File: src/rtl/core/xxt_pkg.sv
// Shared types, constants and helpers for the XXTEA block cipher unit.
`default_nettype none

package xxt_pkg;

    localparam int          DEFAULT_MAX_WORDS = 64;
    localparam int          WORD_W            = 32;
    localparam int          ROUND_W           = 6;
    localparam int          LEN_W             = 11;
    localparam int          CFG_IDX_W         = 3;
    localparam logic [31:0] TEA_DELTA         = 32'h9E37_79B9;

    // Configuration register indexes
    localparam logic [CFG_IDX_W-1:0] REG_KEY0 = 3'd0;
    localparam logic [CFG_IDX_W-1:0] REG_KEY1 = 3'd1;
    localparam logic [CFG_IDX_W-1:0] REG_KEY2 = 3'd2;
    localparam logic [CFG_IDX_W-1:0] REG_KEY3 = 3'd3;
    localparam logic [CFG_IDX_W-1:0] REG_MODE = 3'd4;

    typedef enum logic [2:0] {
        DP_IDLE,
        DP_INIT_A,
        DP_INIT_B,
        DP_INIT_C,
        DP_STEP,
        DP_DRAIN
    } dp_op_t;

    typedef struct packed {
        dp_op_t op;
        logic   store;
    } dp_cmd_t;

    typedef struct packed {
        logic steps_done;
        logic drain_done;
    } dp_stat_t;

    // 6 + 52/n for a block of n words (n >= 1)
    function automatic logic [ROUND_W-1:0] rounds_for(input logic [LEN_W-1:0] n);
        logic [ROUND_W-1:0] q;
        if (n == LEN_W'(1))       q = 6'd52;
        else if (n == LEN_W'(2))  q = 6'd26;
        else if (n == LEN_W'(3))  q = 6'd17;
        else if (n == LEN_W'(4))  q = 6'd13;
        else if (n == LEN_W'(5))  q = 6'd10;
        else if (n == LEN_W'(6))  q = 6'd8;
        else if (n == LEN_W'(7))  q = 6'd7;
        else if (n == LEN_W'(8))  q = 6'd6;
        else if (n <= LEN_W'(10)) q = 6'd5;
        else if (n <= LEN_W'(13)) q = 6'd4;
        else if (n <= LEN_W'(17)) q = 6'd3;
        else if (n <= LEN_W'(26)) q = 6'd2;
        else if (n <= LEN_W'(52)) q = 6'd1;
        else                      q = 6'd0;
        return q + 6'd6;
    endfunction

    // Standard XXTEA MX mixing term
    function automatic logic [WORD_W-1:0] mx(input logic [WORD_W-1:0] z,
                                             input logic [WORD_W-1:0] y,
                                             input logic [WORD_W-1:0] sum,
                                             input logic [WORD_W-1:0] k);
        logic [WORD_W-1:0] a;
        logic [WORD_W-1:0] b;
        a = ((z >> 5) ^ (y << 2)) + ((y >> 3) ^ (z << 4));
        b = (sum ^ y) + (k ^ z);
        return a ^ b;
    endfunction

endpackage

`default_nettype wire

File: src/rtl/core/xxt_ctrl.sv
// Sequencing state machine: load, setup, round steps and result drain.
`default_nettype none

module xxt_ctrl import xxt_pkg::*; (
    input  wire logic     aclk,
    input  wire logic     aresetn,
    input  wire logic     s_valid,
    input  wire logic     s_is_last,
    output logic          s_ready,
    input  wire dp_stat_t stat,
    output dp_cmd_t       cmd
);

    typedef enum logic [2:0] {
        ST_LOAD,
        ST_INIT_A,
        ST_INIT_B,
        ST_INIT_C,
        ST_RUN,
        ST_DRAIN
    } state_t;

    state_t state_reg;
    state_t state_next;
    logic   s_ready_reg;

    always_comb begin
        state_next = state_reg;
        unique case (state_reg)
            ST_LOAD: begin
                if (s_valid && s_ready_reg && s_is_last) state_next = ST_INIT_A;
            end
            ST_INIT_A: state_next = ST_INIT_B;
            ST_INIT_B: state_next = ST_INIT_C;
            ST_INIT_C: state_next = ST_RUN;
            ST_RUN: begin
                if (stat.steps_done) state_next = ST_DRAIN;
            end
            ST_DRAIN: begin
                if (stat.drain_done) state_next = ST_LOAD;
            end
            default: state_next = ST_LOAD;
        endcase
    end

    always_ff @(posedge aclk) begin
        if (!aresetn) begin
            state_reg   <= ST_LOAD;
            s_ready_reg <= 1'b1;
        end else begin
            state_reg   <= state_next;
            s_ready_reg <= (state_next == ST_LOAD);
        end
    end

    always_comb begin
        cmd.store = 1'b0;
        unique case (state_reg)
            ST_LOAD: begin
                cmd.op    = DP_IDLE;
                cmd.store = s_valid && s_ready_reg;
            end
            ST_INIT_A: cmd.op = DP_INIT_A;
            ST_INIT_B: cmd.op = DP_INIT_B;
            ST_INIT_C: cmd.op = DP_INIT_C;
            ST_RUN:    cmd.op = DP_STEP;
            ST_DRAIN:  cmd.op = DP_DRAIN;
            default:   cmd.op = DP_IDLE;
        endcase
    end

    assign s_ready = s_ready_reg;

endmodule

`default_nettype wire

File: src/rtl/core/xxt_datapath.sv
// Word buffer, XXTEA mixing step, round counters and output register.
`default_nettype none

module xxt_datapath import xxt_pkg::*; #(
    parameter int MAX_WORDS = DEFAULT_MAX_WORDS
) (
    input  wire logic                    aclk,
    input  wire logic                    aresetn,
    input  wire dp_cmd_t                 cmd,
    output dp_stat_t                     stat,
    input  wire logic [WORD_W-1:0]       in_word,
    input  wire logic [3:0][WORD_W-1:0]  key,
    input  wire logic                    decrypt,
    output logic                         m_valid,
    input  wire logic                    m_ready,
    output logic [WORD_W-1:0]            m_word,
    output logic                         m_last
);

    localparam int CNT_W  = $clog2(MAX_WORDS + 1);
    localparam int ADDR_W = (MAX_WORDS > 1) ? $clog2(MAX_WORDS) : 1;

    logic [WORD_W-1:0] mem [MAX_WORDS];

    logic [WORD_W-1:0]  rd_data_reg;
    logic [ADDR_W-1:0]  rd_addr;
    logic               wr_en;
    logic [ADDR_W-1:0]  wr_addr;
    logic [WORD_W-1:0]  wr_data;

    logic [CNT_W-1:0]   count_reg, count_next;
    logic               pend_reg, pend_next;
    logic               m_valid_reg, m_valid_next;
    logic [ADDR_W-1:0]  pos_reg, pos_next;
    logic [ADDR_W-1:0]  nbr_reg, nbr_next;
    logic [ADDR_W-1:0]  out_idx_reg, out_idx_next;
    logic [WORD_W-1:0]  link_reg, link_next;
    logic [WORD_W-1:0]  cur_reg, cur_next;
    logic [WORD_W-1:0]  sum_reg, sum_next;
    logic [ROUND_W-1:0] rounds_reg, rounds_next;
    logic               byp_reg, byp_next;
    logic [WORD_W-1:0]  byp_data_reg, byp_data_next;
    logic               pend_last_reg, pend_last_next;
    logic [WORD_W-1:0]  m_word_reg, m_word_next;
    logic               m_last_reg, m_last_next;

    logic [CNT_W-1:0]   count_m1;
    logic [ADDR_W-1:0]  last_addr;
    logic               single;
    logic               has_room;
    logic               issue;
    logic               round_end;
    logic [WORD_W-1:0]  fetched;
    logic [WORD_W-1:0]  z_w, y_w, mix_w, new_w;
    logic [1:0]         key_sel;

    function automatic logic [ADDR_W-1:0] adv(input logic [ADDR_W-1:0] x,
                                              input logic [ADDR_W-1:0] lst,
                                              input logic              dn);
        logic [ADDR_W-1:0] r;
        if (dn) r = (x == '0) ? lst : x - ADDR_W'(1);
        else    r = (x == lst) ? '0 : x + ADDR_W'(1);
        return r;
    endfunction

    assign count_m1  = count_reg - CNT_W'(1);
    assign last_addr = count_m1[ADDR_W-1:0];
    assign single    = (last_addr == '0);
    assign has_room  = (count_reg < CNT_W'(MAX_WORDS));

    // Step arithmetic: neighbor word arrives from memory or from the bypass
    assign fetched   = byp_reg ? byp_data_reg : rd_data_reg;
    assign z_w       = decrypt ? fetched : link_reg;
    assign y_w       = decrypt ? link_reg : fetched;
    assign key_sel   = 2'(pos_reg) ^ sum_reg[3:2];
    assign mix_w     = mx(z_w, y_w, sum_reg, key[key_sel]);
    assign new_w     = decrypt ? (cur_reg - mix_w) : (cur_reg + mix_w);
    assign round_end = decrypt ? (pos_reg == '0) : (pos_reg == last_addr);

    assign issue = (cmd.op == DP_DRAIN) && !pend_reg && (!m_valid_reg || m_ready);

    always_comb begin
        count_next    = count_reg;
        pos_next      = pos_reg;
        nbr_next      = nbr_reg;
        out_idx_next  = out_idx_reg;
        link_next     = link_reg;
        cur_next      = cur_reg;
        sum_next      = sum_reg;
        rounds_next   = rounds_reg;
        byp_next      = 1'b0;
        byp_data_next = byp_data_reg;
        rd_addr       = '0;
        wr_en         = 1'b0;
        wr_addr       = count_reg[ADDR_W-1:0];
        wr_data       = in_word;

        if (cmd.store && has_room) begin
            wr_en      = 1'b1;
            count_next = count_reg + CNT_W'(1);
        end

        unique case (cmd.op)
            DP_IDLE: begin
            end
            DP_INIT_A: begin
                rounds_next  = rounds_for(LEN_W'(count_reg));
                out_idx_next = '0;
                rd_addr      = decrypt ? '0 : last_addr;
                pos_next     = decrypt ? last_addr : '0;
                nbr_next     = decrypt ? adv(last_addr, last_addr, 1'b1)
                                       : adv('0, last_addr, 1'b0);
            end
            DP_INIT_B: begin
                link_next = rd_data_reg;
                rd_addr   = decrypt ? last_addr : '0;
                sum_next  = decrypt ? (WORD_W'(rounds_reg) * TEA_DELTA) : TEA_DELTA;
            end
            DP_INIT_C: begin
                cur_next = rd_data_reg;
                rd_addr  = nbr_reg;
            end
            DP_STEP: begin
                wr_en         = 1'b1;
                wr_addr       = pos_reg;
                wr_data       = new_w;
                link_next     = new_w;
                cur_next      = single ? new_w : fetched;
                pos_next      = adv(pos_reg, last_addr, decrypt);
                nbr_next      = adv(nbr_reg, last_addr, decrypt);
                rd_addr       = nbr_next;
                // forward the word being written if it is read back now
                byp_next      = (nbr_next == pos_reg);
                byp_data_next = new_w;
                if (round_end) begin
                    rounds_next = rounds_reg - ROUND_W'(1);
                    sum_next    = decrypt ? (sum_reg - TEA_DELTA) : (sum_reg + TEA_DELTA);
                end
            end
            DP_DRAIN: begin
                rd_addr = out_idx_reg;
                if (issue) begin
                    out_idx_next = out_idx_reg + ADDR_W'(1);
                    if (out_idx_reg == last_addr) count_next = '0;
                end
            end
            default: begin
            end
        endcase
    end

    // Output register: load the word read last cycle, drop it on transfer
    always_comb begin
        pend_next      = issue;
        pend_last_next = issue ? (out_idx_reg == last_addr) : pend_last_reg;
        m_valid_next   = m_valid_reg;
        m_word_next    = m_word_reg;
        m_last_next    = m_last_reg;
        if (pend_reg) begin
            m_valid_next = 1'b1;
            m_word_next  = rd_data_reg;
            m_last_next  = pend_last_reg;
        end else if (m_ready) begin
            m_valid_next = 1'b0;
        end
    end

    always_ff @(posedge aclk) begin
        if (wr_en) mem[wr_addr] <= wr_data;
        rd_data_reg <= mem[rd_addr];
    end

    always_ff @(posedge aclk) begin
        if (!aresetn) begin
            count_reg   <= '0;
            pend_reg    <= 1'b0;
            m_valid_reg <= 1'b0;
            byp_reg     <= 1'b0;
        end else begin
            count_reg   <= count_next;
            pend_reg    <= pend_next;
            m_valid_reg <= m_valid_next;
            byp_reg     <= byp_next;
        end
    end

    always_ff @(posedge aclk) begin
        pos_reg       <= pos_next;
        nbr_reg       <= nbr_next;
        out_idx_reg   <= out_idx_next;
        link_reg      <= link_next;
        cur_reg       <= cur_next;
        sum_reg       <= sum_next;
        rounds_reg    <= rounds_next;
        byp_data_reg  <= byp_data_next;
        pend_last_reg <= pend_last_next;
        m_word_reg    <= m_word_next;
        m_last_reg    <= m_last_next;
    end

    assign stat.steps_done = (cmd.op == DP_STEP) && round_end && (rounds_reg == ROUND_W'(1));
    assign stat.drain_done = issue && (out_idx_reg == last_addr);

    assign m_valid = m_valid_reg;
    assign m_word  = m_word_reg;
    assign m_last  = m_last_reg;

endmodule

`default_nettype wire

File: src/rtl/core/xxtea_block_cipher_unit.sv
// XXTEA whole-block cipher unit: configuration registers, controller and datapath.
//
// Usage: write the four key words and the mode (0 encrypt, 1 decrypt) through
// cfg_wr_en / cfg_index / cfg_data. Stream a block in on the s_ channel, one
// 32-bit word per transfer, the final word with s_is_last set. Words beyond
// MAX_WORDS are dropped. Once the final word is in, the block is processed in
// place and the words leave on the m_ channel in order, the final one marked
// with m_result_last.
// For an n-word block: after the setup states, processing performs
// n * (6 + 52/n) word updates at one word update per cycle, bound by the
// single read and write port of the word buffer. Each result word is read
// from the buffer, then loaded into the output register, before the next is read.
// s_ready stays low from the final word until the last result word has been
// read from the buffer; the next block may load while that word waits.
// A stalled receiver holds m_valid and the output word; the drain waits.
// Reset clears keys, mode, word count and the output valid; the block is
// ready for a new block right after reset.
`default_nettype none

module xxtea_block_cipher_unit import xxt_pkg::*; #(
    parameter int MAX_WORDS = DEFAULT_MAX_WORDS
) (
    input  wire logic                 aclk,
    input  wire logic                 aresetn,
    input  wire logic                 cfg_wr_en,
    input  wire logic [CFG_IDX_W-1:0] cfg_index,
    input  wire logic [WORD_W-1:0]    cfg_data,
    input  wire logic                 s_valid,
    output logic                      s_ready,
    input  wire logic [WORD_W-1:0]    s_data_word,
    input  wire logic                 s_is_last,
    output logic                      m_valid,
    input  wire logic                 m_ready,
    output logic [WORD_W-1:0]         m_result_word,
    output logic                      m_result_last
);

    logic [3:0][WORD_W-1:0] key_reg;
    logic                   mode_reg;
    dp_cmd_t                cmd;
    dp_stat_t               stat;

    always_ff @(posedge aclk) begin
        if (!aresetn) begin
            key_reg  <= '0;
            mode_reg <= 1'b0;
        end else if (cfg_wr_en) begin
            unique case (cfg_index)
                REG_KEY0: key_reg[0] <= cfg_data;
                REG_KEY1: key_reg[1] <= cfg_data;
                REG_KEY2: key_reg[2] <= cfg_data;
                REG_KEY3: key_reg[3] <= cfg_data;
                REG_MODE: mode_reg   <= cfg_data[0];
                default: begin
                end
            endcase
        end
    end

    xxt_ctrl u_ctrl (
        .aclk      (aclk),
        .aresetn   (aresetn),
        .s_valid   (s_valid),
        .s_is_last (s_is_last),
        .s_ready   (s_ready),
        .stat      (stat),
        .cmd       (cmd)
    );

    xxt_datapath #(
        .MAX_WORDS (MAX_WORDS)
    ) u_datapath (
        .aclk    (aclk),
        .aresetn (aresetn),
        .cmd     (cmd),
        .stat    (stat),
        .in_word (s_data_word),
        .key     (key_reg),
        .decrypt (mode_reg),
        .m_valid (m_valid),
        .m_ready (m_ready),
        .m_word  (m_result_word),
        .m_last  (m_result_last)
    );

endmodule

`default_nettype wire
File: config.mk
export PLATFORM = sky130hd
export DESIGN_NAME = xxtea_block_cipher_unit
export DESIGN_NICKNAME = d
export VERILOG_FILES = /design/src/rtl/core/xxt_pkg.sv /design/src/rtl/core/xxt_ctrl.sv /design/src/rtl/core/xxt_datapath.sv /design/src/rtl/core/xxtea_block_cipher_unit.sv
export SDC_FILE = /design/constraint.sdc
export NUM_CORES = 2
export LEC_CHECK = 0
export ABC_CLOCK_PERIOD_IN_PS = 11800
export BUFFER_PORTS_ARGS = -buffer_cell sky130_fd_sc_hd__buf_2
export CORE_MARGIN = 2
export CORE_UTILIZATION = 43
export CTS_BUF_LIST = sky130_fd_sc_hd__clkbuf_2 sky130_fd_sc_hd__clkbuf_4 sky130_fd_sc_hd__clkbuf_8
export DETAILED_ROUTE_END_ITERATION = 8
export PLACE_DENSITY_LB_ADDON = 0.08
export SETUP_SLACK_MARGIN = 0.5
export SLEW_MARGIN = 10
export SYNTH_ARGS = -nofsm -noshare
export SYNTH_HDL_FRONTEND = slang
export SYNTH_SLANG_ARGS = --single-unit
File: constraint.sdc
create_clock -name aclk -period 11.8 [get_ports aclk]
set_input_delay 1.18 -clock aclk [delete_from_list [all_inputs] [get_ports aclk]]
set_output_delay 1.18 -clock aclk [all_outputs]
set_load 0.02 [all_outputs]
==> results_dict.tcl <==
set metrics [dict create \
    outcome "completed" \
    post-cts-setup-buffers 0 \
    crit_top_cell "a21o_1" \
    dr.first_iter.drc_count 7183 \
    worst_hold_path_type "reg2reg" \
    slew_headroom_pct 12.48 \
    synth-seq-area-share_pct 67.18 \
    p_int_mw 18.71 \
    gp_congestion 0.9378 \
    ys_ff_latch 2409 \
    netlist_top_cells_area "edfxtp_1, mux4_2, dfxtp_1" \
    grt_start_max_net_pins 133 \
    grt_pass1_vias 61180 \
    yosys.area.top_type "edfxtp_1" \
    nets 7158 \
    sequentialPowerShare_pct 33.4 \
    worstSetupPathType "reg2reg" \
    required_ns 12.62 \
    fmax_mhz 107.8 \
    crit_slowest_cell "nand2_2" \
    antenna_found_initial 18 \
    r2r_start "u_datapath.pos_reg[0]" \
    post_dp_cell_area_um2 110200 \
    peakVddDrop_mv 0.3398 \
    rrSetupSlack_ns 2.53 \
    io-pin-count 108 \
    hold_path_end "u_datapath.m_last" \
    hold_start "u_datapath.pend_last_reg" \
    drive_above_1_share_pct 22.66 \
    die_w_um 498.3 \
    finalCritPeriodShare_pct 78.59 \
    post-place-ws_ns 2.596 \
    die_y_um 498.3 \
    finalWorstSetupSlack_ns 2.527 \
    holdBufCountCts 0 \
    fin_util_pct 48.66 \
    cp-start-kind "register" \
    syn-num-nets 6800 \
    detailed_place_hpwl_um 198000 \
    wire_per_inst_um 31.41 \
    post-route-min-period_ns 9.273 \
    rsz0062_at_grt "false" \
    worst_pin_slew_ns 1.301 \
    p_sw_share_pct 39.30 \
    postRouteAntennaNets 0 \
    path_clk_slew_ns 0.06 \
    clock_skew_ns 0.1119 \
    finalSetupTns_ns 0 \
    cts-root-buf "clkbuf_8" \
    synth.distinct_cells 89 \
    crit_fanout 42 \
    portBuffers 107 \
    hold_depth 0 \
    fin_hold_ws_ns 0.3605 \
    vias_per_cell 5.916 \
    synthFlopType "edfxtp_1" \
    cellPowerDensity_nw_per_um2 260.6 \
    vias 61470 \
    async_reset_ff_share_pct 0 \
    netlist.area_leader.share_pct 63.84 \
    cts_max_level 5 \
    cpPeakStageDelay_ns 0.79 \
    cts_buffer_depth 4 \
    hold_violations 0 \
    drt_pass1_iterations 6 \
    track_usage_pct 25.91 \
    area_growth_syn_to_layout_pct 12.54 \
    reg2reg_to "u_datapath.mem[28][29]" \
    clock-sinks 2409 \
    syn_area_um2 105100 \
    final_common_cell "edfxtp_1" \
    postSynthCellCount 6491 \
    postCtsResizedCells 0 \
    critPathCaptureType "register" \
    drc 0 \
    final_cell_mix "edfxtp_1, nand2_1, mux4_2" \
    r2r_cells 29 \
    synth.avg_cell_area_um2 16.19 \
    die_area_um2 248300 \
    p_total_mw 30.82 \
    switchingPower_mw 12.11 \
    largest_reg_flops 2048 \
    rows 181 \
    cts_tree "done" \
    fin_area_um2 118300 \
    grt_pass1_wl_um 458300 \
    combinationalPowerShare_pct 42.7 \
    wl_um 326300 \
    setup_viol 0 \
    cp.arrival_ns 10.10 \
    synth-edff-count 2234 \
    pwr-share-clk_pct 24.0 \
    cap_violations 0 \
    core_area_um2 243000 \
    numCtsBuffers 423 \
    place_inst 9626 \
    stdcell_count 10390 \
    clkLatencyLatePin_ns 1.10 \
    leakagePower_nw 39.74 \
    grt_overflow_total 0 \
    yosysWarnings 0 \
    fillers 20720 \
    start_util_pct 43.24 \
    drv_slew 0 \
]
==> worst max-delay path by stage <==
stage	end	depth (start not counted)	from	slack, ns
after floorplan	u_datapath.mem[0][30]	25	u_datapath.pos_reg[0]	2.04
after global placement	u_datapath.mem[18][29]	29	u_datapath.pos_reg[0]	2.72
after detailed placement	u_datapath.mem[10][31]	31	u_datapath.pos_reg[0]	2.60
after CTS	u_datapath.mem[22][31]	31	u_datapath.pos_reg[0]	2.55
after global routing	u_datapath.mem[63][29]	29	u_datapath.pos_reg[0]	2.07
final	u_datapath.mem[28][29]	29	u_datapath.pos_reg[0]	2.53
==> cell families (layout without fill, tap and decap cells) <==
logic type	after synthesis	after routing	share of synthesized area, %
flops	2409	2409	67.18
simple gates	1203	1203	4.877
compound gates	1179	1179	7.440
mux	599	599	12.19
buf+inv	484	1161	2.028
xor+xnor	381	381	3.217
fa+ha+maj	236	236	3.067
other cells	0	21	0
==> power by group through the flow <==
stage          Combinational [mW]  Sequential, mW  Clock [mW]
2_1_floorplan                8.96            10.3           0
3_3_place_gp                 13.0            10.4           0
3_5_place_dp                 12.9            10.4           0
4_1_cts                      13.0            10.3        7.56
5_1_grt                      14.2            10.3        7.93
6_report                     13.1            10.3        7.39
==> routing by layer <==
| layer | GRT usage (%) | up-vias | part of all wire (%) |
|---|---|---|---|
| li1 | - | 26270 | - |
| met2 | 39.40 | 2403 | 45 |
| met4 | 7.616 | 0 | 2.9 |
| met5 | 0 | - | 0 |
| met1 | 38.21 | 32350 | 45 |
| met3 | 4.641 | 454 | 7.5 |
==> worst max-delay path: cells and delay by family, from the launching register on <==
| kind | cells | cell delay, ns |
|---|---|---|
| muxes | 1 | 0.61 |
| and+or+nand+nor | 5 | 1.64 |
| adders and majority gates | 3 | 1.09 |
| AOI/OAI and AO/OA | 13 | 2.91 |
| buffers and inverters | 2 | 0.99 |
| DFF | 1 | 0.69 |
| xor gates and xnor gates | 5 | 1.04 |
==> layout make-up <==
| class | instances | area, um^2 | share of cell area, % |
|---|---|---|---|
| multi-input cells | 3598 | 33120 | 28.01 |
| inverters | 138 | 525.5 | 0.4444 |
| clock inverters | 167 | 900.9 | 0.7618 |
| flip-flops and latches | 2409 | 70590 | 59.70 |
| clock buffers | 577 | 7109 | 6.012 |
| repair buffers | 279 | 1942 | 1.642 |
| well taps | 3202 | 4006 | 3.388 |
| diodes | 21 | 52.55 | 0.04444 |
==> Yosys cell counts (118+ instances only) <==
| cell | instances |
|---|---|
| mux4_2 | 544 |
| nand2_1 | 693 |
| a21oi_1 | 292 |
| a21boi_0 | 134 |
| o21ai_0 | 144 |
| ha_1 | 200 |
| xor2_1 | 118 |
| edfxtp_1 | 2234 |
| dfxtp_1 | 175 |
| a22oi_1 | 302 |
| xnor2_1 | 258 |
| nor2_1 | 243 |
| clkbuf_1 | 203 |
| inv_1 | 135 |
Power figures use the tool's default switching activity.
